File: src/design/ste_pkg.sv
// ----------------------------------------------------------------------------
// ste_pkg
// Shared types, tap coefficients and arithmetic constants of the skin
// temperature FIR estimator.
// ----------------------------------------------------------------------------
package ste_pkg;

  // filter geometry
  localparam int TAPS        = 20;
  localparam int TAP_IDX_W   = $clog2(TAPS);
  localparam int TAP_GROUPS  = 4;
  localparam int GROUP_SIZE  = TAPS / TAP_GROUPS;

  // field widths
  localparam int TEMP_W      = 18;
  localparam int BATT_W      = 12;
  localparam int SKIN_W      = 21;

  // accumulator widths (die/ext taps reach 81 and 22 in absolute sum,
  // battery taps 193)
  localparam int HIST_SUM_W  = 26;
  localparam int BATT_SUM_W  = 21;

  // divide by 100 through a reciprocal, exact for magnitudes below 2^24
  localparam int MAG_W       = 24;
  localparam int RECIP_W     = 25;
  localparam int DIV_SHIFT   = 31;
  localparam int PROD_W      = MAG_W + RECIP_W;
  localparam int QUOT_W      = 18;
  localparam logic [RECIP_W-1:0] DIV_RECIP = 25'd21474837;

  // final sum and clamp
  localparam int TOTAL_W     = 23;
  localparam logic signed [TOTAL_W-1:0] SKIN_OFFSET = 23'sd9793;
  localparam logic signed [TOTAL_W-1:0] SKIN_MIN    = -23'sd1048576;
  localparam logic signed [TOTAL_W-1:0] SKIN_MAX    = 23'sd1048575;

  typedef logic signed [TEMP_W-1:0] temp_t;
  typedef logic signed [BATT_W-1:0] batt_t;
  typedef logic signed [SKIN_W-1:0] skin_t;
  typedef logic signed [7:0]        coef_t;
  typedef logic [TAP_IDX_W-1:0]     tap_idx_t;

  typedef enum logic [1:0] {
    CH_DIE,
    CH_EXT,
    CH_BATT
  } chan_e;

  // stage advance strobes, lane stages first
  typedef struct packed {
    logic lane1;
    logic lane2;
    logic pair;
    logic mag;
    logic mul;
    logic quot;
    logic out;
  } adv_t;

  localparam coef_t DIE_COEF [TAPS] = '{
    -8'sd11, -8'sd7, -8'sd5, -8'sd3, -8'sd3, -8'sd2, -8'sd1, 8'sd0, 8'sd0, 8'sd0,
    8'sd1, 8'sd1, 8'sd1, 8'sd2, 8'sd2, 8'sd3, 8'sd4, 8'sd6, 8'sd11, 8'sd18
  };

  localparam coef_t EXT_COEF [TAPS] = '{
    8'sd2, 8'sd1, 8'sd1, 8'sd1, 8'sd1, 8'sd1, 8'sd1, 8'sd1, 8'sd1, 8'sd1,
    8'sd1, 8'sd0, 8'sd1, 8'sd1, 8'sd0, 8'sd0, 8'sd0, 8'sd0, -8'sd1, -8'sd7
  };

  localparam coef_t BATT_COEF [TAPS] = '{
    -8'sd38, -8'sd11, -8'sd3, -8'sd2, -8'sd2, -8'sd1, -8'sd1, -8'sd1, 8'sd0, 8'sd11,
    -8'sd13, 8'sd6, 8'sd7, 8'sd5, 8'sd6, 8'sd6, 8'sd6, 8'sd6, 8'sd13, 8'sd55
  };

  // tap k weights the sample written k items earlier
  function automatic coef_t coef(input chan_e ch, input tap_idx_t k);
    coef_t c;
    unique case (ch)
      CH_DIE:  c = DIE_COEF[k];
      CH_EXT:  c = EXT_COEF[k];
      CH_BATT: c = BATT_COEF[k];
      default: c = 8'sd0;
    endcase
    return c;
  endfunction

endpackage

File: src/design/ste_lane.sv
// ----------------------------------------------------------------------------
// ste_lane
// One FIR lane: sample history as a shift line with the newest sample at
// tap 0, grouped partial products, then a registered group sum.
// ----------------------------------------------------------------------------
module ste_lane #(
  parameter int            SAMPLE_W = 18,
  parameter int            SUM_W    = 26,
  parameter ste_pkg::chan_e CHAN    = ste_pkg::CH_DIE
) (
  input  logic                       clk,
  input  logic                       rst,
  input  logic                       shift,
  input  logic                       fill,
  input  logic signed [SAMPLE_W-1:0] sample,
  input  logic                       adv1,
  input  logic                       adv2,
  output logic signed [SUM_W-1:0]    sum
);
  import ste_pkg::*;

  logic signed [SAMPLE_W-1:0] hist      [TAPS];
  logic signed [SAMPLE_W-1:0] hist_next [TAPS];
  logic signed [SAMPLE_W-1:0] win       [TAPS];
  logic signed [SUM_W-1:0]    part      [TAP_GROUPS];
  logic signed [SUM_W-1:0]    part_next [TAP_GROUPS];
  logic signed [SUM_W-1:0]    sum_next;

  // window as seen by a normal item: its own sample at tap 0
  always_comb begin
    win[0] = sample;
    for (int k = 1; k < TAPS; k++) begin
      win[k] = hist[k-1];
    end
  end

  // history update: preload fills every entry, normal item shifts in
  always_comb begin
    for (int k = 0; k < TAPS; k++) begin
      if (fill) begin
        hist_next[k] = sample;
      end else if (shift) begin
        hist_next[k] = win[k];
      end else begin
        hist_next[k] = hist[k];
      end
    end
  end

  always_ff @(posedge clk) begin
    if (rst) begin
      for (int k = 0; k < TAPS; k++) begin
        hist[k] <= '0;
      end
    end else begin
      hist <= hist_next;
    end
  end

  // constant-coefficient products, summed per group
  always_comb begin
    logic signed [SUM_W-1:0] acc;
    for (int g = 0; g < TAP_GROUPS; g++) begin
      acc = '0;
      for (int i = 0; i < GROUP_SIZE; i++) begin
        acc = acc + SUM_W'(win[g*GROUP_SIZE+i])
                    * SUM_W'(coef(CHAN, TAP_IDX_W'(g*GROUP_SIZE+i)));
      end
      part_next[g] = acc;
    end
  end

  always_ff @(posedge clk) begin
    if (adv1) begin
      part <= part_next;
    end
  end

  // group sum
  always_comb begin
    sum_next = '0;
    for (int g = 0; g < TAP_GROUPS; g++) begin
      sum_next = sum_next + part[g];
    end
  end

  always_ff @(posedge clk) begin
    if (adv2) begin
      sum <= sum_next;
    end
  end

endmodule

File: config.mk
export PLATFORM = sky130hd
export DESIGN_NAME = ste_lane
export DESIGN_NICKNAME = d
export VERILOG_FILES = /design/src/design/ste_pkg.sv /design/src/design/ste_lane.sv
export SDC_FILE = /design/constraint.sdc
export NUM_CORES = 2
export LEC_CHECK = 0
export BUFFER_PORTS_ARGS = -buffer_cell sky130_fd_sc_hd__buf_2
export CAP_MARGIN = 30
export CELL_PAD_IN_SITES_DETAIL_PLACEMENT = 1
export CELL_PAD_IN_SITES_GLOBAL_PLACEMENT = 2
export CORE_ASPECT_RATIO = 1.4
export CORE_MARGIN = 2
export CORE_UTILIZATION = 40
export DETAILED_ROUTE_END_ITERATION = 16
export PLACE_DENSITY_LB_ADDON = 0.1
export SETUP_SLACK_MARGIN = 0.3
export SLEW_MARGIN = 30
export SYNTH_ARGS = -nofsm -noshare
export SYNTH_HDL_FRONTEND = slang
export SYNTH_SLANG_ARGS = --single-unit
File: constraint.sdc
create_clock -name clk -period 7.7 [get_ports clk]
set_input_delay 0.77 -clock clk [delete_from_list [all_inputs] [get_ports clk]]
set_output_delay 0.77 -clock clk [all_outputs]
set_load 0.05 [all_outputs]
Yosys cells after proc, flatten, opt, wreduce, memory -nomap -nowiden:

Index checks and enable logic that the tools add are counted.

* flip-flop bits (word level): 472
* output and inout port bits: 26
* bits of input ports: 24
* word-level logic and storage cells: 90

* mux-type cells: 38
* reductions and logical operators: 1
* add/subtract/negate cells: 18
* $mul: 9

Operators by type and width (number)
* $mux 18: 38
* $add 26x26->26: 4
* $mul 18x3->21 const B: 4
* $mul 18x5->23 const B: 3
* $mul 18x4->22 const B: 2
* $add 25x21->26: 1
* $add 26x21->26: 1
* $neg 18->26: 1
* $add 24x22->25: 1
* $add 24x24->25: 1
* $neg 18->25: 1
* $add 23x22->24: 1
* $add 23x23->24: 1
* $add 22x22->23: 1
* $add 21x19->22: 1
* $add 21x20->22: 1
* $add 20x19->21: 1
* $add 19x18->20: 1
* $add 18x18->19: 1
* $reduce_bool 2->1: 1

Logic depth before layout (Yosys ltp):

* depth in word-level cells: 5
* gate-level depth with buffers: 24
* gate-level depth less buffers: 24

Worst setup path before layout:

OpenSTA, ideal clock, no wires.

* kind: register -> register
* start: reg hist[289] in the netlist's numbering
* end: reg part[103] in the netlist's numbering (data pin)
* period minus slack after synthesis: 6218 ps
* setup time: 264 ps
* required time: 7436 ps
* arrival time: 5954 ps
* stages on the path, launching flop included: 23
* path slack: 1482 ps
* cells stage by stage: dfxtp_1 inv_1 ha_1 inv_1 fa_1 fa_1 inv_1 fa_1 fa_1 inv_1 fa_1 fa_1 inv_1 ha_1 fa_1 a21oi_1 o211ai_1 o31ai_1 o21ai_0 a221oi_1 o22a_1 a211oi_1 xnor2_1

RTL lines
* start, declared: RTL line ste_lane.sv:22 `logic signed [SAMPLE_W-1:0] hist [TAPS];`
* start signal, assigned: RTL line ste_lane.sv:56 `hist <= hist_next;`
* end signal, assigned: RTL line ste_lane.sv:75 `part <= part_next;`
* end, declared: RTL line ste_lane.sv:25 `logic signed [SUM_W-1:0] part [TAP_GROUPS];`

==> run summary <==
In this run the mean area of a mapped cell was 9.84 um2. The clock transition at the register clock pins on the worst setup and hold paths after CTS is 0.07 ns, and the post-detailed-routing wire length is 110 mm. Slew at the pin closest to its max-slew limit: 1.05 ns. The clock buffer count from CTS is 54, and the weighted congestion reported at the end of routability-driven placement is 0.856. The area share of the largest cell type after synthesis came out at 22.6%.

For the count of endpoints failing hold in the final timing report, the log shows 0. For the worst setup path, the data arrival time is 7.36 ns. Initial antenna violation count: 2. In this run, the number of DRC markers left after iteration 0 of detailed routing was 1,014. The die covers 0.0949 mm2. Once the clock tree was built, the resizer swapped 0 gates to a different size.

The initial utilization of the core area, before any placement, comes to 40.5%. Counting cells, the worst reg-to-reg path comes to 23. 50 I/O pins were placed. For the largest buffer count on any clock path, the log shows 3. By count the netlist is led by sky130_fd_sc_hd__inv_1, sky130_fd_sc_hd__nor2_1, sky130_fd_sc_hd__fa_1.

The largest fanout of any net on the critical path came out at 5. The worst setup path is captured at a register. For this run, the slowest stage of the critical path takes 0.52 ns. The core area was 0.0913 mm2; the post-synth net total was 4,561. The clock latency on the worst-skew pair was 0.65 ns; the via total after detailed routing was 26,200. The number of synthesized flops with an enable pin is 125. Setup repair after global routing left no endpoint under its margin. The leading area contributor after synthesis is sky130_fd_sc_hd__fa_1.

In the finished design, the share of the clock period the worst path needs comes to 90.5%. The global-route wire length before repair was 173 mm. The summed instance area of the synthesized netlist is 0.0370 mm2.

The Yosys step of the flow raised 0 warnings. The tools report the endpoint of the worst register-to-register path as part[24]. The register area share after synthesis is 28.7%.

The dominant cell by count in the synthesized netlist was sky130_fd_sc_hd__inv_1. The worst setup path is launched from a register. The total congestion overflow after global routing was 0; the timing-limited maximum frequency was 144 MHz. Synthesis inferred 467 register bits. The flow ran to the end, and the final reports show no timing, DRC or antenna violations.

The buffer and inverter count on the worst path works out to 1. The fraction of final layout cells with drive strength greater than 1 is 4.69%, and the post-cts hold buffer count is 0. The remaining antenna violation count after routing is 0, and the clock period minus worst slack is 6.97 ns. The number of sinks driven by the clock tree came out at 467. The number of H-tree levels was 2; the count of mapped cells out of synthesis was 3,757. The critical path crosses 23 cells after its start point.

Compared with the post-synthesis result, the final layout area differs by 8.68%. The launching instance or port of the critical path is hist[20]. The final layout net count was 4,514.

In the routed design, unresolved DRC markers number 0. The signal on the critical path passes through ha_1 -> ha_1 -> a21o_1 -> a21oi_1 -> o21ai_0 -> o41a_1 -> a41oi_1 -> nand2b_1 -> a21oi_1 -> xor2_1 -> fa_1 -> fa_1 -> fa_1 -> inv_1 -> ha_1 -> and3_1 -> nand3_1 -> o21ai_0 -> or2_2 -> a221o_1 -> a221o_1 -> a21oi_1 -> xnor2_1. Entering global routing, the biggest net connects 223 pins. The commonest register cell after synthesis was sky130_fd_sc_hd__dfxtp_1.

Worst hold-check path type: input pin to register. The mean routed wirelength per cell works out to 22.2 um. The number of distinct standard cells referenced by the synthesized netlist came out at 62. The count of max-cap constraint violations came out at 0. The root buffer cell chosen for the clock tree is sky130_fd_sc_hd__clkbuf_16. Row generation in the floorplan step produced 131 rows. For the via count of the first global-routing pass, the log shows 29,100. By area the synthesized netlist is led by sky130_fd_sc_hd__fa_1, sky130_fd_sc_hd__dfxtp_1, sky130_fd_sc_hd__ha_1, sky130_fd_sc_hd__edfxtp_1, sky130_fd_sc_hd__a211oi_1.

The share of flip-flops with an asynchronous set or reset was 0%. The category of cells accounting for the largest share of critical-path delay is compound AO/OA/AOI/OAI gates. In the routed layout, each cell is associated on average with a via count of 5.28. Summed over all nets, the half-perimeter wirelength after detailed placement is 86.7 mm. The first-pass iteration count of the detailed router was 7. The total global-route track usage was 23.8%; the number of setup buffers added after CTS was 0. The tools report the reg-to-reg critical path startpoint as hist[20]. The height of the die works out to 364 um.

The setup path with the least slack is of type register to register. For the minimum setup slack among reg-to-reg paths, the log shows 0.73 ns. Number of slew-limit violations in the final report: 0. TritonCTS built the clock tree. Setup violations remaining at the end of the flow were counted as 0.

The die is 261 um wide. The termination of the worst setup path was part[24]. The count of buffers from port buffering came out at 49. The worst relative slew slack was 29.7%.

The clock arrives with 0.0233 ns of skew. On the critical path, the stage with the largest delay is an instance of sky130_fd_sc_hd__fa_1. Setup total negative slack on the finished layout was measured at 0 ns. For the required time at the endpoint of the critical path, the log shows 8.09 ns.
logic make-up after synthesis:
family | synth area share (%)
AO/OA/AOI/OAI | 13.4
multiplexers | 0.162
AND/OR/NAND/NOR | 12.1
XOR/XNOR | 3.81
buffers and inverters | 6.93
flip-flops | 28.7
adder cells (fa/ha/maj) | 34.9
how the worst min path moves through the flow:
| stage | start | to | slack, ns | cells past startpoint |
|---|---|---|---|---|
| 2_1_floorplan | hist[198] | hist[180] | 0.45 | 2 |
| 3_3_place_gp | hist[234] | hist[216] | 0.46 | 2 |
| 3_5_place_dp | hist[220] | hist[202] | 0.48 | 2 |
| 4_1_cts | sample[9] | hist[351] | 0.38 | 3 |
| 5_1_grt | sample[9] | hist[351] | 0.41 | 3 |
| 6_report | sample[9] | hist[351] | 0.42 | 3 |
through the flow:
| step | setup WS, ns | area [um2] | std cells | util [%] | hold WS, ns |
|---|---|---|---|---|---|
| floorplan | 1.48 | 37000 | 3757 | - | 0.453 |
| global placement | 0.706 | 38200 | 4850 | 41.9 | 0.463 |
| detailed placement | 0.748 | 38200 | 4850 | 41.9 | 0.476 |
| CTS | 0.722 | 40100 | 4951 | 44.0 | 0.380 |
| global route | 0.349 | 40200 | 4952 | 44.0 | 0.407 |
| finish | 0.734 | 40200 | 4953 | 44.0 | 0.416 |
routing by layer:
metal  part of all wire (%)  wire length (um)  global-route usage [%]  vias up
met5                  0.010                11                       0        -
met4                    3.3              3680                    7.38        2
met3                    1.7              1910                    2.00      152
met2                     56             61100                    46.4      237
met1                     39             43300                    26.9    13400
li1                       -                 -                       -    12400
worst min-delay path, stage by stage:
cell and delay (ns):
sky130_fd_sc_hd__buf_2 0.12, sky130_fd_sc_hd__nand2_1 0.06, sky130_fd_sc_hd__a21oi_1 0.06
final cells by class:
class	instances	area, um2
diodes	1	2.50
clock buffers	71	1500
clock inverters	30	398
fillers	10200	51100
inverters	516	1940
multi-input cells	2608	23800
flip-flops and latches	467	10600
well taps	1197	1500
repair buffers	63	430
cell usage in the layout (no fill, tap or decap), types with 13 or more instances in the layout:
cell type,synthesis,final
sky130_fd_sc_hd__a211oi_1,330,330
sky130_fd_sc_hd__a21o_1,80,75
sky130_fd_sc_hd__a21oi_1,139,139
sky130_fd_sc_hd__and3_1,13,13
sky130_fd_sc_hd__buf_2,1,46
sky130_fd_sc_hd__clkbuf_16,0,55
sky130_fd_sc_hd__dfxtp_1,342,342
sky130_fd_sc_hd__edfxtp_1,125,125
sky130_fd_sc_hd__fa_1,418,418
sky130_fd_sc_hd__ha_1,362,362
sky130_fd_sc_hd__inv_1,516,516
sky130_fd_sc_hd__nand2_1,91,91
sky130_fd_sc_hd__nand2b_1,17,17
sky130_fd_sc_hd__nand3_1,20,20
sky130_fd_sc_hd__nor2_1,469,469
sky130_fd_sc_hd__nor2b_1,272,272
sky130_fd_sc_hd__nor3_1,21,21
sky130_fd_sc_hd__o21a_1,14,14
sky130_fd_sc_hd__o21ai_0,66,66
sky130_fd_sc_hd__xnor2_1,110,110
sky130_fd_sc_hd__xor2_1,49,49
flip-flops by register name, summed over array words and instances (netlist names):
name	cells
hist	342
part	99
sum	26
Power is left out: the tool's default activity adds up to more than one toggle a clock period on the data nets, which glitch-free logic cannot reach.
