### config.mk
export PLATFORM = sky130hd
export DESIGN_NAME = ste_merge
export DESIGN_NICKNAME = d
export VERILOG_FILES = /design/src/design/ste_pkg.sv /design/src/design/ste_merge.sv
export SDC_FILE = /design/constraint.sdc
export NUM_CORES = 1
export LEC_CHECK = 0
export BUFFER_PORTS_ARGS = -buffer_cell sky130_fd_sc_hd__buf_4
export CAP_MARGIN = 25
export CORE_MARGIN = 4
export CORE_UTILIZATION = 45
export CTS_CLUSTER_DIAMETER = 30
export DETAILED_ROUTE_END_ITERATION = 10
export PLACE_DENSITY_LB_ADDON = 0.3
export SETUP_SLACK_MARGIN = 0.3
export SLEW_MARGIN = 10
export SYNTH_ARGS = -nofsm -noshare
export SYNTH_HDL_FRONTEND = slang
export SYNTH_SLANG_ARGS = --single-unit
export TNS_END_PERCENT = 20
### constraint.sdc
create_clock -name clk -period 7.7 [get_ports clk]
set_input_delay 0 -clock clk [delete_from_list [all_inputs] [get_ports clk]]
set_output_delay 0 -clock clk [all_outputs]
set_load 0.02 [all_outputs]
### src/design/ste_pkg.sv
// ----------------------------------------------------------------------------
// ste_pkg
// Shared types, tap coefficients and arithmetic constants of the skin
// temperature FIR estimator.
// ----------------------------------------------------------------------------
package ste_pkg;

  // filter geometry
  localparam int TAPS        = 20;
  localparam int TAP_IDX_W   = $clog2(TAPS);
  localparam int TAP_GROUPS  = 4;
  localparam int GROUP_SIZE  = TAPS / TAP_GROUPS;

  // field widths
  localparam int TEMP_W      = 18;
  localparam int BATT_W      = 12;
  localparam int SKIN_W      = 21;

  // accumulator widths (die/ext taps reach 81 and 22 in absolute sum,
  // battery taps 193)
  localparam int HIST_SUM_W  = 26;
  localparam int BATT_SUM_W  = 21;

  // divide by 100 through a reciprocal, exact for magnitudes below 2^24
  localparam int MAG_W       = 24;
  localparam int RECIP_W     = 25;
  localparam int DIV_SHIFT   = 31;
  localparam int PROD_W      = MAG_W + RECIP_W;
  localparam int QUOT_W      = 18;
  localparam logic [RECIP_W-1:0] DIV_RECIP = 25'd21474837;

  // final sum and clamp
  localparam int TOTAL_W     = 23;
  localparam logic signed [TOTAL_W-1:0] SKIN_OFFSET = 23'sd9793;
  localparam logic signed [TOTAL_W-1:0] SKIN_MIN    = -23'sd1048576;
  localparam logic signed [TOTAL_W-1:0] SKIN_MAX    = 23'sd1048575;

  typedef logic signed [TEMP_W-1:0] temp_t;
  typedef logic signed [BATT_W-1:0] batt_t;
  typedef logic signed [SKIN_W-1:0] skin_t;
  typedef logic signed [7:0]        coef_t;
  typedef logic [TAP_IDX_W-1:0]     tap_idx_t;

  typedef enum logic [1:0] {
    CH_DIE,
    CH_EXT,
    CH_BATT
  } chan_e;

  // stage advance strobes, lane stages first
  typedef struct packed {
    logic lane1;
    logic lane2;
    logic pair;
    logic mag;
    logic mul;
    logic quot;
    logic out;
  } adv_t;

  localparam coef_t DIE_COEF [TAPS] = '{
    -8'sd11, -8'sd7, -8'sd5, -8'sd3, -8'sd3, -8'sd2, -8'sd1, 8'sd0, 8'sd0, 8'sd0,
    8'sd1, 8'sd1, 8'sd1, 8'sd2, 8'sd2, 8'sd3, 8'sd4, 8'sd6, 8'sd11, 8'sd18
  };

  localparam coef_t EXT_COEF [TAPS] = '{
    8'sd2, 8'sd1, 8'sd1, 8'sd1, 8'sd1, 8'sd1, 8'sd1, 8'sd1, 8'sd1, 8'sd1,
    8'sd1, 8'sd0, 8'sd1, 8'sd1, 8'sd0, 8'sd0, 8'sd0, 8'sd0, -8'sd1, -8'sd7
  };

  localparam coef_t BATT_COEF [TAPS] = '{
    -8'sd38, -8'sd11, -8'sd3, -8'sd2, -8'sd2, -8'sd1, -8'sd1, -8'sd1, 8'sd0, 8'sd11,
    -8'sd13, 8'sd6, 8'sd7, 8'sd5, 8'sd6, 8'sd6, 8'sd6, 8'sd6, 8'sd13, 8'sd55
  };

  // tap k weights the sample written k items earlier
  function automatic coef_t coef(input chan_e ch, input tap_idx_t k);
    coef_t c;
    unique case (ch)
      CH_DIE:  c = DIE_COEF[k];
      CH_EXT:  c = EXT_COEF[k];
      CH_BATT: c = BATT_COEF[k];
      default: c = 8'sd0;
    endcase
    return c;
  endfunction

endpackage

### src/design/ste_merge.sv
// ----------------------------------------------------------------------------
// ste_merge
// Combines the lane sums: (die + ext) / 100 truncated toward zero, plus the
// battery sum and the offset, clamped to the output range.
// ----------------------------------------------------------------------------
module ste_merge (
  input  logic                                   clk,
  input  ste_pkg::adv_t                          adv,
  input  logic signed [ste_pkg::HIST_SUM_W-1:0]  die_sum,
  input  logic signed [ste_pkg::HIST_SUM_W-1:0]  ext_sum,
  input  logic signed [ste_pkg::BATT_SUM_W-1:0]  batt_sum,
  output ste_pkg::skin_t                         skin_temp
);
  import ste_pkg::*;

  logic signed [HIST_SUM_W-1:0] pair;
  logic signed [BATT_SUM_W-1:0] batt_pair;
  logic                         neg_mag;
  logic [MAG_W-1:0]             mag;
  logic signed [BATT_SUM_W-1:0] batt_mag;
  logic                         neg_mul;
  logic [PROD_W-1:0]            prod;
  logic signed [BATT_SUM_W-1:0] batt_mul;
  logic signed [QUOT_W:0]       quot;
  logic signed [BATT_SUM_W-1:0] batt_quot;
  logic [QUOT_W-1:0]            quot_mag;
  logic signed [HIST_SUM_W-1:0] pair_abs;
  logic signed [TOTAL_W-1:0]    total;

  // die plus ext
  always_ff @(posedge clk) begin
    if (adv.pair) begin
      pair      <= die_sum + ext_sum;
      batt_pair <= batt_sum;
    end
  end

  // magnitude and sign
  assign pair_abs = pair[HIST_SUM_W-1] ? -pair : pair;

  always_ff @(posedge clk) begin
    if (adv.mag) begin
      neg_mag  <= pair[HIST_SUM_W-1];
      mag      <= pair_abs[MAG_W-1:0];
      batt_mag <= batt_pair;
    end
  end

  // reciprocal multiply
  always_ff @(posedge clk) begin
    if (adv.mul) begin
      neg_mul  <= neg_mag;
      prod     <= PROD_W'(mag) * PROD_W'(DIV_RECIP);
      batt_mul <= batt_mag;
    end
  end

  // quotient with the sign put back
  assign quot_mag = prod[DIV_SHIFT +: QUOT_W];

  always_ff @(posedge clk) begin
    if (adv.quot) begin
      quot      <= neg_mul ? -$signed({1'b0, quot_mag}) : $signed({1'b0, quot_mag});
      batt_quot <= batt_mul;
    end
  end

  // offset and clamp
  assign total = TOTAL_W'(quot) + TOTAL_W'(batt_quot) + SKIN_OFFSET;

  always_ff @(posedge clk) begin
    if (adv.out) begin
      if (total < SKIN_MIN) begin
        skin_temp <= SKIN_MIN[SKIN_W-1:0];
      end else if (total > SKIN_MAX) begin
        skin_temp <= SKIN_MAX[SKIN_W-1:0];
      end else begin
        skin_temp <= total[SKIN_W-1:0];
      end
    end
  end

endmodule
Word level (Yosys, flattened, before mapping)
Cells that the tools add are included.

Bits in registers: 225. Input port bits: 81. Output and inout port bits: 21. Word-level logic and storage cells: 23.

$add $sub $neg: 5. $mul: 1. Magnitude comparators: 2. Multiplexer cells: 3.

Operator list (count): $mul A24 B25 Y49 const B (1); $add A26 B26 Y26 (1); $mux W24 (1); $neg A24 Y24 (1); $add A22 B15 Y23 const B (1); $gt A23 B21 Y1 const B (1); $lt A23 B21 Y1 const B (1); $add A19 B21 Y22 (1); $mux W21 (1); $neg A18 Y19 (1); $mux W18 (1).

Logic depth before layout (Yosys ltp)
Gate-level depths: netlist (run 1).

Depth in word-level cells: 4. Mapped depth: 25. Mapped depth without buffers: 25.

Worst setup path before layout (run 1)
Ideal clock, no wire load.

Path kind: reg2reg. Start: register mag[7]. End: register prod[44] (data pin). Library setup time: 258 ps. Data arrival time: 6305 ps. Required time: 7442 ps. Slack: 1138 ps. Stages on the path, launching flop included: 24. Buffers on the path: 0. Period minus slack after synthesis: 6562 ps. Cell sequence: edfxtp_1 > inv_1 > fa_1 > inv_1 > fa_1 > inv_1 > fa_1 > inv_1 > fa_1 > fa_1 > fa_1 > inv_1 > fa_1 > inv_1 > ha_1 > a21oi_1 > o21ai_0 > a221o_1 > a221oi_2 > o21ai_2 > a221oi_4 > o311ai_2 > a21oi_2 > xnor2_1.

Word-level cells in the longest chain between the ends: 1.

Ends and longest elaborated chain: start, declared (line ste_merge.sv:19) `logic [MAG_W-1:0] mag;`; start signal, assigned (line ste_merge.sv:44) `mag <= pair_abs[MAG_W-1:0];`; $mul A24 B25 Y49 (line ste_merge.sv:53) `prod <= PROD_W'(mag) * PROD_W'(DIV_RECIP);`; end signal, assigned (line ste_merge.sv:53); end, declared (line ste_merge.sv:22) `logic [PROD_W-1:0] prod;`.

Every way passes these cells. A chain may end at the register's enable or synchronous reset.

Worst setup path after layout (run 1)
Start: register mag[6]. End: register prod[44] (data pin).

Same word-level chain as after synthesis.

==> out/summary.txt, run 1 <==
CP Data Arrival Time: 7.09 ns
clock buffer depth: 2
core area: 41100 um2
FP Rows: 74
Die Ht: 213 um
DPL Wire Length: 32.8 mm
GR Overflow Total: 0
WL/cell: 16.5 um
crit path max fanout: 7
CTS Buf Count: 17
Hold Crit Depth: 3
crit-path leading delay family: adder cells
final hold violation count: 0
Worst Setup Start Kind: flip-flop
clk slew on worst S/H paths: 0.08 ns
reg2reg start: mag[6]
final WL: 37.9 mm
io pins: 102
pin count of the biggest net entering global routing: 47
Die W: 213 um
CTS tree: built
gp weighted congestion: 0.912
clock root cell: clkbuf_16
most frequent CP cell: fa_1
Initial Utilization: 45.8%
Post-synth EDFFs: 193
Max Freq: 0.145 GHz
Total GRT Usage: 17.7%
min-delay worst type: input port to flip-flop
DRC violations left: 0
crit-path cells: fa_1 > inv_1 > fa_1 > inv_1 > fa_1 > inv_1 > fa_1 > fa_1 > fa_1 > inv_1 > fa_1 > inv_1 > ha_1 > a21oi_1 > o21ai_0 > a221o_1 > a221oi_2 > o21ai_2 > a221oi_4 > o311ai_2 > a21oi_2 > xnor2_1
Avg Cell Area, Syn: 11.7 um2
RSZ-0062 raised after global routing: false
cts repair resizes: 0
clock sinks: 193
Setup-failing EPs final: 0
fin crit share: 89.5%
nets: 2358
worst-margin pin slew: 0.906 ns
drt first pass iters: 5
buffer and inverter count on the worst path: 5
Slew HR: 38.8%
ys async rst share: 0%
most frequent cells in the layout: 364 x inv_1, 320 x ha_1, 203 x fa_1
max-capacitance violation count: 0
Max Slew Vio Count: 0
area grow syn2layout: 12.0%
syn_nets: 2214
layout cells sized above 1: 9.96%
Worst-Skew Late Latency: 0.45 ns
Reg2Reg Setup Slack: 0.81 ns
Hold Crit Start: ext_sum[21]
input/output buffers: 99
H-tree depth: 4
hold endpoint: pair[21]
setup TNS: 0 ns
drt initial violations: 504
Synth warnings: 0
CP Class: flip-flop to flip-flop
post-synth design cell area: 18800 um2
die footprint: 45200 um2
Cells after Synth: 1610
first-pass GRT wire length: 62.7 mm
DRT antenna net count: 0
Clock Skew: 0.0156 ns
critical path capture point type: flip-flop
slowest CP cell: fa_1
status: completed
Synth cell types: 68
vias in the first global route: 12300
Via density: 5.03
Yosys reg bits: 193
register area share after synthesis: 30.8%
Inserted Diodes: 0
DR vias: 11600
worst r2r path cells: 22
commonest non-fill, non-tap cell in the layout: inv_1
Slowest Stage Delay on Critical Path: 0.59 ns
Worst Path Required: 7.90 ns
antenna violations before repair: 0
r2r endpoint: prod[44]
Most used DFF post-synth: edfxtp_1
Final min period: 6.89 ns
-- layer usage --
layer | vias up | part of all wire (%) | track usage, %
met5 | - | 0 | 0
li1 | 5722 | - | -
met4 | 0 | 1.3 | 3.89
met1 | 5632 | 46 | 24.5
met3 | 20 | 3.9 | 2.54
met2 | 194 | 49 | 29.9
-- worst reg2reg max path: cells and delay by family (launching register included) --
family | cells | cell delay [ns]
compound gates | 8 | 1.74
buf+inv | 5 | 0.28
flops | 1 | 0.57
fa+ha+maj | 8 | 3.98
xor+xnor | 1 | 0.07
-- synthesized netlist by cell type (16+ instances only) --
master | instances | area share, %
nor2_1 | 43 | 0.86
inv_1 | 364 | 7.3
o21ai_0 | 32 | 0.85
a21o_1 | 41 | 1.6
xnor2_1 | 68 | 3.2
a21oi_1 | 42 | 1.1
xor2_1 | 25 | 1.2
ha_1 | 320 | 21
edfxtp_1 | 193 | 31
and3_1 | 16 | 0.53
nand2_1 | 44 | 0.88
fa_1 | 203 | 22
-- kinds of logic (layout without fill, tap and decap cells) --
kind of cell / after synthesis / after routing / synth area share (%)
and+or+nand+nor: 192 / 192 / 5.29
DFF: 193 / 193 / 30.8
adders and majority gates: 523 / 523 / 42.8
buffers and inverters: 374 / 531 / 7.57
xor gates and xnor gates: 93 / 93 / 4.32
AOI/OAI and AO/OA: 235 / 235 / 9.24
-- per-stage QoR --
stage	hold slack, ns	worst slack, ns	util [%]	cell area, um2	instances
2_1_floorplan	0.0989	1.14	-	18800	1610
3_3_place_gp	0.178	0.720	49.2	20200	2234
3_5_place_dp	0.180	0.698	49.2	20200	2234
4_1_cts	0.000606	0.676	51.2	21100	2294
5_1_grt	0.0214	0.465	51.3	21100	2299
6_report	0.0207	0.811	51.3	21100	2299
-- registers in the layout, summed over array words and instances (netlist names) --
name,flops
pair,25
mag,24
batt_mag,21
batt_mul,21
batt_pair,21
batt_quot,21
skin_temp,21
quot,19
prod,18
neg_mag,1
neg_mul,1
-- worst max path at each step --
stage | startpoint | endpoint | slack [ns] | cells past startpoint
global placement | mag[7] | prod[44] | 0.72 | 23
global route | mag[6] | prod[44] | 0.47 | 22
detailed placement | mag[7] | prod[44] | 0.70 | 23
floorplan | mag[7] | prod[44] | 1.14 | 23
finish | mag[6] | prod[44] | 0.81 | 22
CTS | mag[7] | prod[44] | 0.68 | 23
-- area by class of cell --
class	count	area, um2
Timing Repair Buffer	135	1080
Inverter	364	1370
Tap cell	532	666
Multi-Input combinational cell	1043	11600
Clock buffer	18	429
Fill cell	3608	20000
Clock inverter	14	143
Sequential cell	193	5800
-- timing repair --
action | 4_1_cts | 5_1_grt
hold buffers | 28 | 0
hold endpoints to repair | 46 | 0
setup buffers | 0 | 5
setup endpoints to repair | 0 | 1
Power of run 1 is left out: the tool's default activity adds up to more than one toggle a clock period on the data nets, which glitch-free logic cannot reach.
==> inputs of run 2 (changes only) <==
--- a/config.mk
+++ b/config.mk
@@ -11,7 +11,7 @@
 export CORE_UTILIZATION = 45
 export CTS_CLUSTER_DIAMETER = 30
 export DETAILED_ROUTE_END_ITERATION = 10
-export PLACE_DENSITY_LB_ADDON = 0.3
+export PLACE_DENSITY = 0.64
 export SETUP_SLACK_MARGIN = 0.3
 export SLEW_MARGIN = 10
 export SYNTH_ARGS = -nofsm -noshare
==> run 2 against run 1 <==
  * Critical path type unchanged
  * Final area grew 0.43%
  * Critical path depth shrank 2
  * Via count grew 0.92%
  * Critical endpoint is now prod[41]
==> out/summary.txt, run 2 (synthesis results as in run 1) <==
max reg flops: 25 (unchanged)
io pins: 102 (unchanged)
Worst-Skew Late Latency: 0.45 ns (about the same)
min-delay worst type: input port to flip-flop
critical path capture point type: flip-flop
CTS tree: built
area grow syn2layout: 12.5%
cts repair resizes: 0 (unchanged)
worst-margin pin slew: 0.961 ns (+0.0546 ns)
Slew HR: 35.1% (-3.7 points)
Final min period: 6.97 ns (+0.0849 ns)
reg2reg start: mag[13]
most frequent cells in the layout: 364 x inv_1, 320 x ha_1, 203 x fa_1
CP Data Arrival Time: 7.18 ns (+0.09 ns)
clock sinks: 193 (unchanged)
fin crit share: 90.6% (+1.1 points)
DR vias: 11700 (+0.92%)
Setup-failing EPs final: 0 (unchanged)
status: completed
Via density: 5.07 (+0.84%)
DRC violations left: 0 (unchanged)
clock buffer depth: 2 (unchanged)
layer with the highest usage: met2
clk slew on worst S/H paths: 0.07 ns (about the same)
largest registers: pair x25, mag x24
Initial Utilization: 45.8% (unchanged)
Hold WS: 0.0295 ns (+0.00884 ns)
vias in the first global route: 12300 (+0.17%)
RSZ-0062 raised after global routing: false
DPL Wire Length: 33.2 mm (+1.4%)
M2 GR Usage: 30.3% (+0.37 points)
drt first pass iters: 5 (unchanged)
H-tree depth: 4 (unchanged)
Biggest register: pair
clock root cell: clkbuf_16
Inserted Diodes: 0 (unchanged)
WL/cell: 17.0 um (+3.2%)
nets: 2360 (+0.085%)
Worst Setup SP: mag[13]
commonest non-fill, non-tap cell in the layout: inv_1
max-capacitance violation count: 0 (unchanged)
FP Rows: 74 (unchanged)
first-pass GRT wire length: 63.2 mm (+0.85%)
Die Ht: 213 um (unchanged)
pin count of the biggest net entering global routing: 47 (unchanged)
CTS Buf Count: 17 (unchanged)
GR Overflow Total: 0 (unchanged)
Die W: 213 um (unchanged)
die footprint: 45200 um2 (unchanged)
Max Slew Vio Count: 0 (unchanged)
CP Class: flip-flop to flip-flop
final hold violation count: 0 (unchanged)
gp weighted congestion: 0.958 (+5.0%)
DRT antenna net count: 0 (unchanged)
post-layout util: 51.5% (+0.22 points)
layout cells sized above 1: 9.95% (-0.011 points)
Clock Skew: 0.0190 ns (+0.00343 ns)
setup TNS: 0 ns (unchanged)
final WL: 39.2 mm (+3.3%)
core area: 41100 um2 (unchanged)
Worst Setup Start Kind: flip-flop
Hold Crit Start: die_sum[23]
input/output buffers: 99 (unchanged)
met3 GRT Util: 2.86% (+0.32 points)
Worst Path Required: 7.90 ns (about the same)
GR Util met1: 24.8% (+0.29 points)
antenna violations before repair: 0 (unchanged)
crit path max fanout: 9 (+2)
Total GRT Usage: 18.0% (+0.30 points)
drt initial violations: 592 (+17%)
Max Freq: 0.143 GHz (-1.2%)
## run 2: per-stage QoR
step / setup slack [ns] / cells / instance area [um2]
final: 0.726 / 2301 / 21200
after global placement: 0.732 / 2234 / 20200
after CTS: 0.574 / 2297 / 21200
after detailed placement: 0.612 / 2234 / 20200
after floorplan: 1.14 / 1610 / 18800
after global routing: 0.387 / 2301 / 21200
## run 2: critical path, stage by stage, from the launching register on
cell and delay, ns:
edfxtp_1 0.76, inv_1 0.23, fa_1 0.52, fa_1 0.50, inv_1 0.04, ha_1 0.34, fa_1 0.47, fa_1 0.52
fa_1 0.56, inv_1 0.06, fa_1 0.54, inv_1 0.04, ha_1 0.34, and3_1 0.24, and4_1 0.24, a2111oi_1 0.32
a31oi_1 0.17, o21ai_1 0.28, o21bai_1 0.15, a221oi_1 0.31, xnor2_1 0.10
## run 2: cell type report
cell class                      count  area [um2]
Clock buffer                       18         429
Clock inverter                     14         210
Fill cell                        3639       19900
Inverter                          364        1370
Multi-Input combinational cell   1043       11600
Sequential cell                   193        5800
Tap cell                          532         666
Timing Repair Buffer              137        1110
## run 2: routing by layer
layer | wire length (um) | vias up
met5 | 0 | -
met4 | 581 | 0
met3 | 1600 | 29
met2 | 19100 | 212
met1 | 17800 | 5704
li1 | - | 5730
## run 2: final timing paths
kind | slack [ns] | depth (start not counted) | end
worst min-delay path | 0.03 | 3 | pair[23]
worst max-delay path | 0.73 | 20 | prod[41]
worst max register to register | 0.73 | 20 | prod[41]
worst min register to register | 0.42 | 0 | batt_mul[13]
## run 2: repair_timing
action / in CTS / in global routing
setup endpoints to repair: 0 / 6
hold buffers: 31 / 0
hold endpoints to repair: 48 / 0
setup buffers: 0 / 4
Power of run 2 is left out for the same reason.
==> inputs of run 3 (changes only) <==
--- a/config.mk
+++ b/config.mk
@@ -12,6 +12,7 @@
 export CTS_CLUSTER_DIAMETER = 30
 export DETAILED_ROUTE_END_ITERATION = 10
 export PLACE_DENSITY = 0.64
+export RECOVER_POWER = 25
 export SETUP_SLACK_MARGIN = 0.3
 export SLEW_MARGIN = 10
 export SYNTH_ARGS = -nofsm -noshare
==> run 3 against run 2 <==
  * The run now ends with max-capacitance violations, max-slew violations left
  * Global-route usage unchanged
  * Hold slack improved by 0.00054 ns
  * Sequential share of layout area about the same
  * Count of clock-buffer cells in the layout unchanged
  * Clock skew decreased by 0.0022 ns
  * Core utilization about the same
  * Critical endpoint unchanged
==> out/summary.txt, run 3 (synthesis results as in run 1) <==
H-tree depth: 4 (unchanged)
DPL Wire Length: 33.2 mm (unchanged)
final WL: 39.1 mm (-0.22%)
Worst-Skew Late Latency: 0.45 ns (about the same)
cts repair resizes: 0 (unchanged)
CTS tree: built
GR Overflow Total: 0 (unchanged)
area of the multi-input gates: 11600 um2 (unchanged)
gp weighted congestion: 0.958 (unchanged)
first-pass GRT wire length: 63.2 mm (unchanged)
io pins: 102 (unchanged)
final hold violation count: 0 (unchanged)
commonest non-fill, non-tap cell in the layout: inv_1
failing checks: max-capacitance violations, max-slew violations
clk slew on worst S/H paths: 0.07 ns (about the same)
Layout fillers: 3647 (+0.22%)
status: complete, but fails checks
DRT antenna net count: 0 (unchanged)
Worst Setup Start Kind: flip-flop
register area: 5800 um2 (unchanged)
CP Data Arrival Time: 7.15 ns (-0.03 ns)
clock sinks: 193 (unchanged)
CTS Buf Count: 17 (unchanged)
fin cells: 2301 (unchanged)
Post-Place Cells: 2234 (unchanged)
DRC violations left: 0 (unchanged)
FP Rows: 74 (unchanged)
WL/cell: 17.0 um (-0.22%)
crit path max fanout: 9 (unchanged)
Clock Skew: 0.0168 ns (-0.00222 ns)
Inserted Diodes: 0 (unchanged)
Slew HR: -66.2% (-100 points)
clock root cell: clkbuf_16
max-capacitance violation count: 4 (+4)
layout cells sized above 1: 9.72% (-0.23 points)
nets: 2360 (unchanged)
most frequent CP cell: fa_1
DR vias: 11700 (+0.017%)
CP Class: flip-flop to flip-flop
drt first pass iters: 5 (unchanged)
core area: 41100 um2 (unchanged)
Setup-failing EPs final: 0 (unchanged)
largest registers: pair x25, mag x24
crit-path cells: inv_1 > fa_1 > fa_1 > inv_1 > ha_1 > fa_1 > fa_1 > fa_1 > inv_1 > fa_1 > inv_1 > ha_1 > and3_1 > and4_1 > a2111oi_1 > a31oi_1 > o21ai_1 > o21bai_1 > a221oi_1 > xnor2_1
fin crit share: 90.3% (-0.31 points)
dpl cell area: 20200 um2 (unchanged)
antenna violations before repair: 0 (unchanged)
setup TNS: 0 ns (unchanged)
Via density: 5.07 (about the same)
Max Freq: 0.144 GHz (+0.34%)
vias in the first global route: 12300 (unchanged)
input/output buffers: 99 (unchanged)
design area: 21200 um2 (about the same)
area grow syn2layout: 12.4% (about the same)
worst-margin pin slew: 2.49 ns (+1.53 ns)
Worst Path Required: 7.90 ns (about the same)
Die Ht: 213 um (unchanged)
Initial Utilization: 45.8% (unchanged)
Slowest Stage Delay on Critical Path: 0.75 ns (about the same)
most frequent cells in the layout: 364 x inv_1, 320 x ha_1, 203 x fa_1
min-delay worst type: input port to flip-flop
Total GRT Usage: 18.0% (unchanged)
clock buffer depth: 2 (unchanged)
max reg flops: 25 (unchanged)
pin count of the biggest net entering global routing: 47 (unchanged)
drt initial violations: 597 (+0.84%)
die footprint: 45200 um2 (unchanged)
Hold WS: 0.0300 ns (+0.000537 ns)
Final min period: 6.95 ns (-0.0238 ns)
Biggest register: pair
critical path capture point type: flip-flop
Die W: 213 um (unchanged)
Max Slew Vio Count: 176 (+176)
slowest CP cell: edfxtp_1
RSZ-0062 raised after global routing: false
==> run 3: cell type report <==
class	count	area share, %
repair buffers	137	5.15
well taps	532	3.14
multi-input cells	1043	54.9
clock buffers	18	2.03
inverters	364	6.45
clock inverters	14	0.993
flip-flops and latches	193	27.4
==> run 3: worst paths after layout <==
path / startpoint / to / slack [ns] / cells after the start
max: mag[13] / prod[41] / 0.75 / 20
min: die_sum[23] / pair[23] / 0.03 / 3
max reg2reg: mag[13] / prod[41] / 0.75 / 20
min reg2reg: batt_mag[13] / batt_mul[13] / 0.42 / 0
==> run 3: metrics by stage <==
stage,util [%],worst slack (ns)
floorplan,-,1.14
global placement,49.2,0.732
detailed placement,49.2,0.612
CTS,51.5,0.574
global route,51.5,0.387
finish,51.5,0.750
==> run 3: critical path: cells and delay by family (launching register included) <==
| kind | cells | cell delay, ns |
|---|---|---|
| buf+inv | 4 | 0.37 |
| compound gates | 5 | 1.22 |
| fa+ha+maj | 8 | 3.78 |
| flops | 1 | 0.75 |
| xor+xnor | 1 | 0.10 |
| simple gates | 2 | 0.48 |
==> run 3: what timing repair did <==
item,4_1_cts,5_1_grt
setup endpoints to repair,0,6
endpoints found under the hold margin,48,0
hold buffers,31,0
setup buffers,0,4
==> run 3: layer usage <==
metal	GRT usage (%)	routed length (um)	vias to the layer above	share of wire (%)
met5	0	0	-	0
met4	4.09	574	0	1.5
met3	2.86	1500	27	3.8
met2	30.3	19200	212	49
met1	24.8	17800	5706	46
li1	-	-	5732	-
Power of run 3 is left out for the same reason.
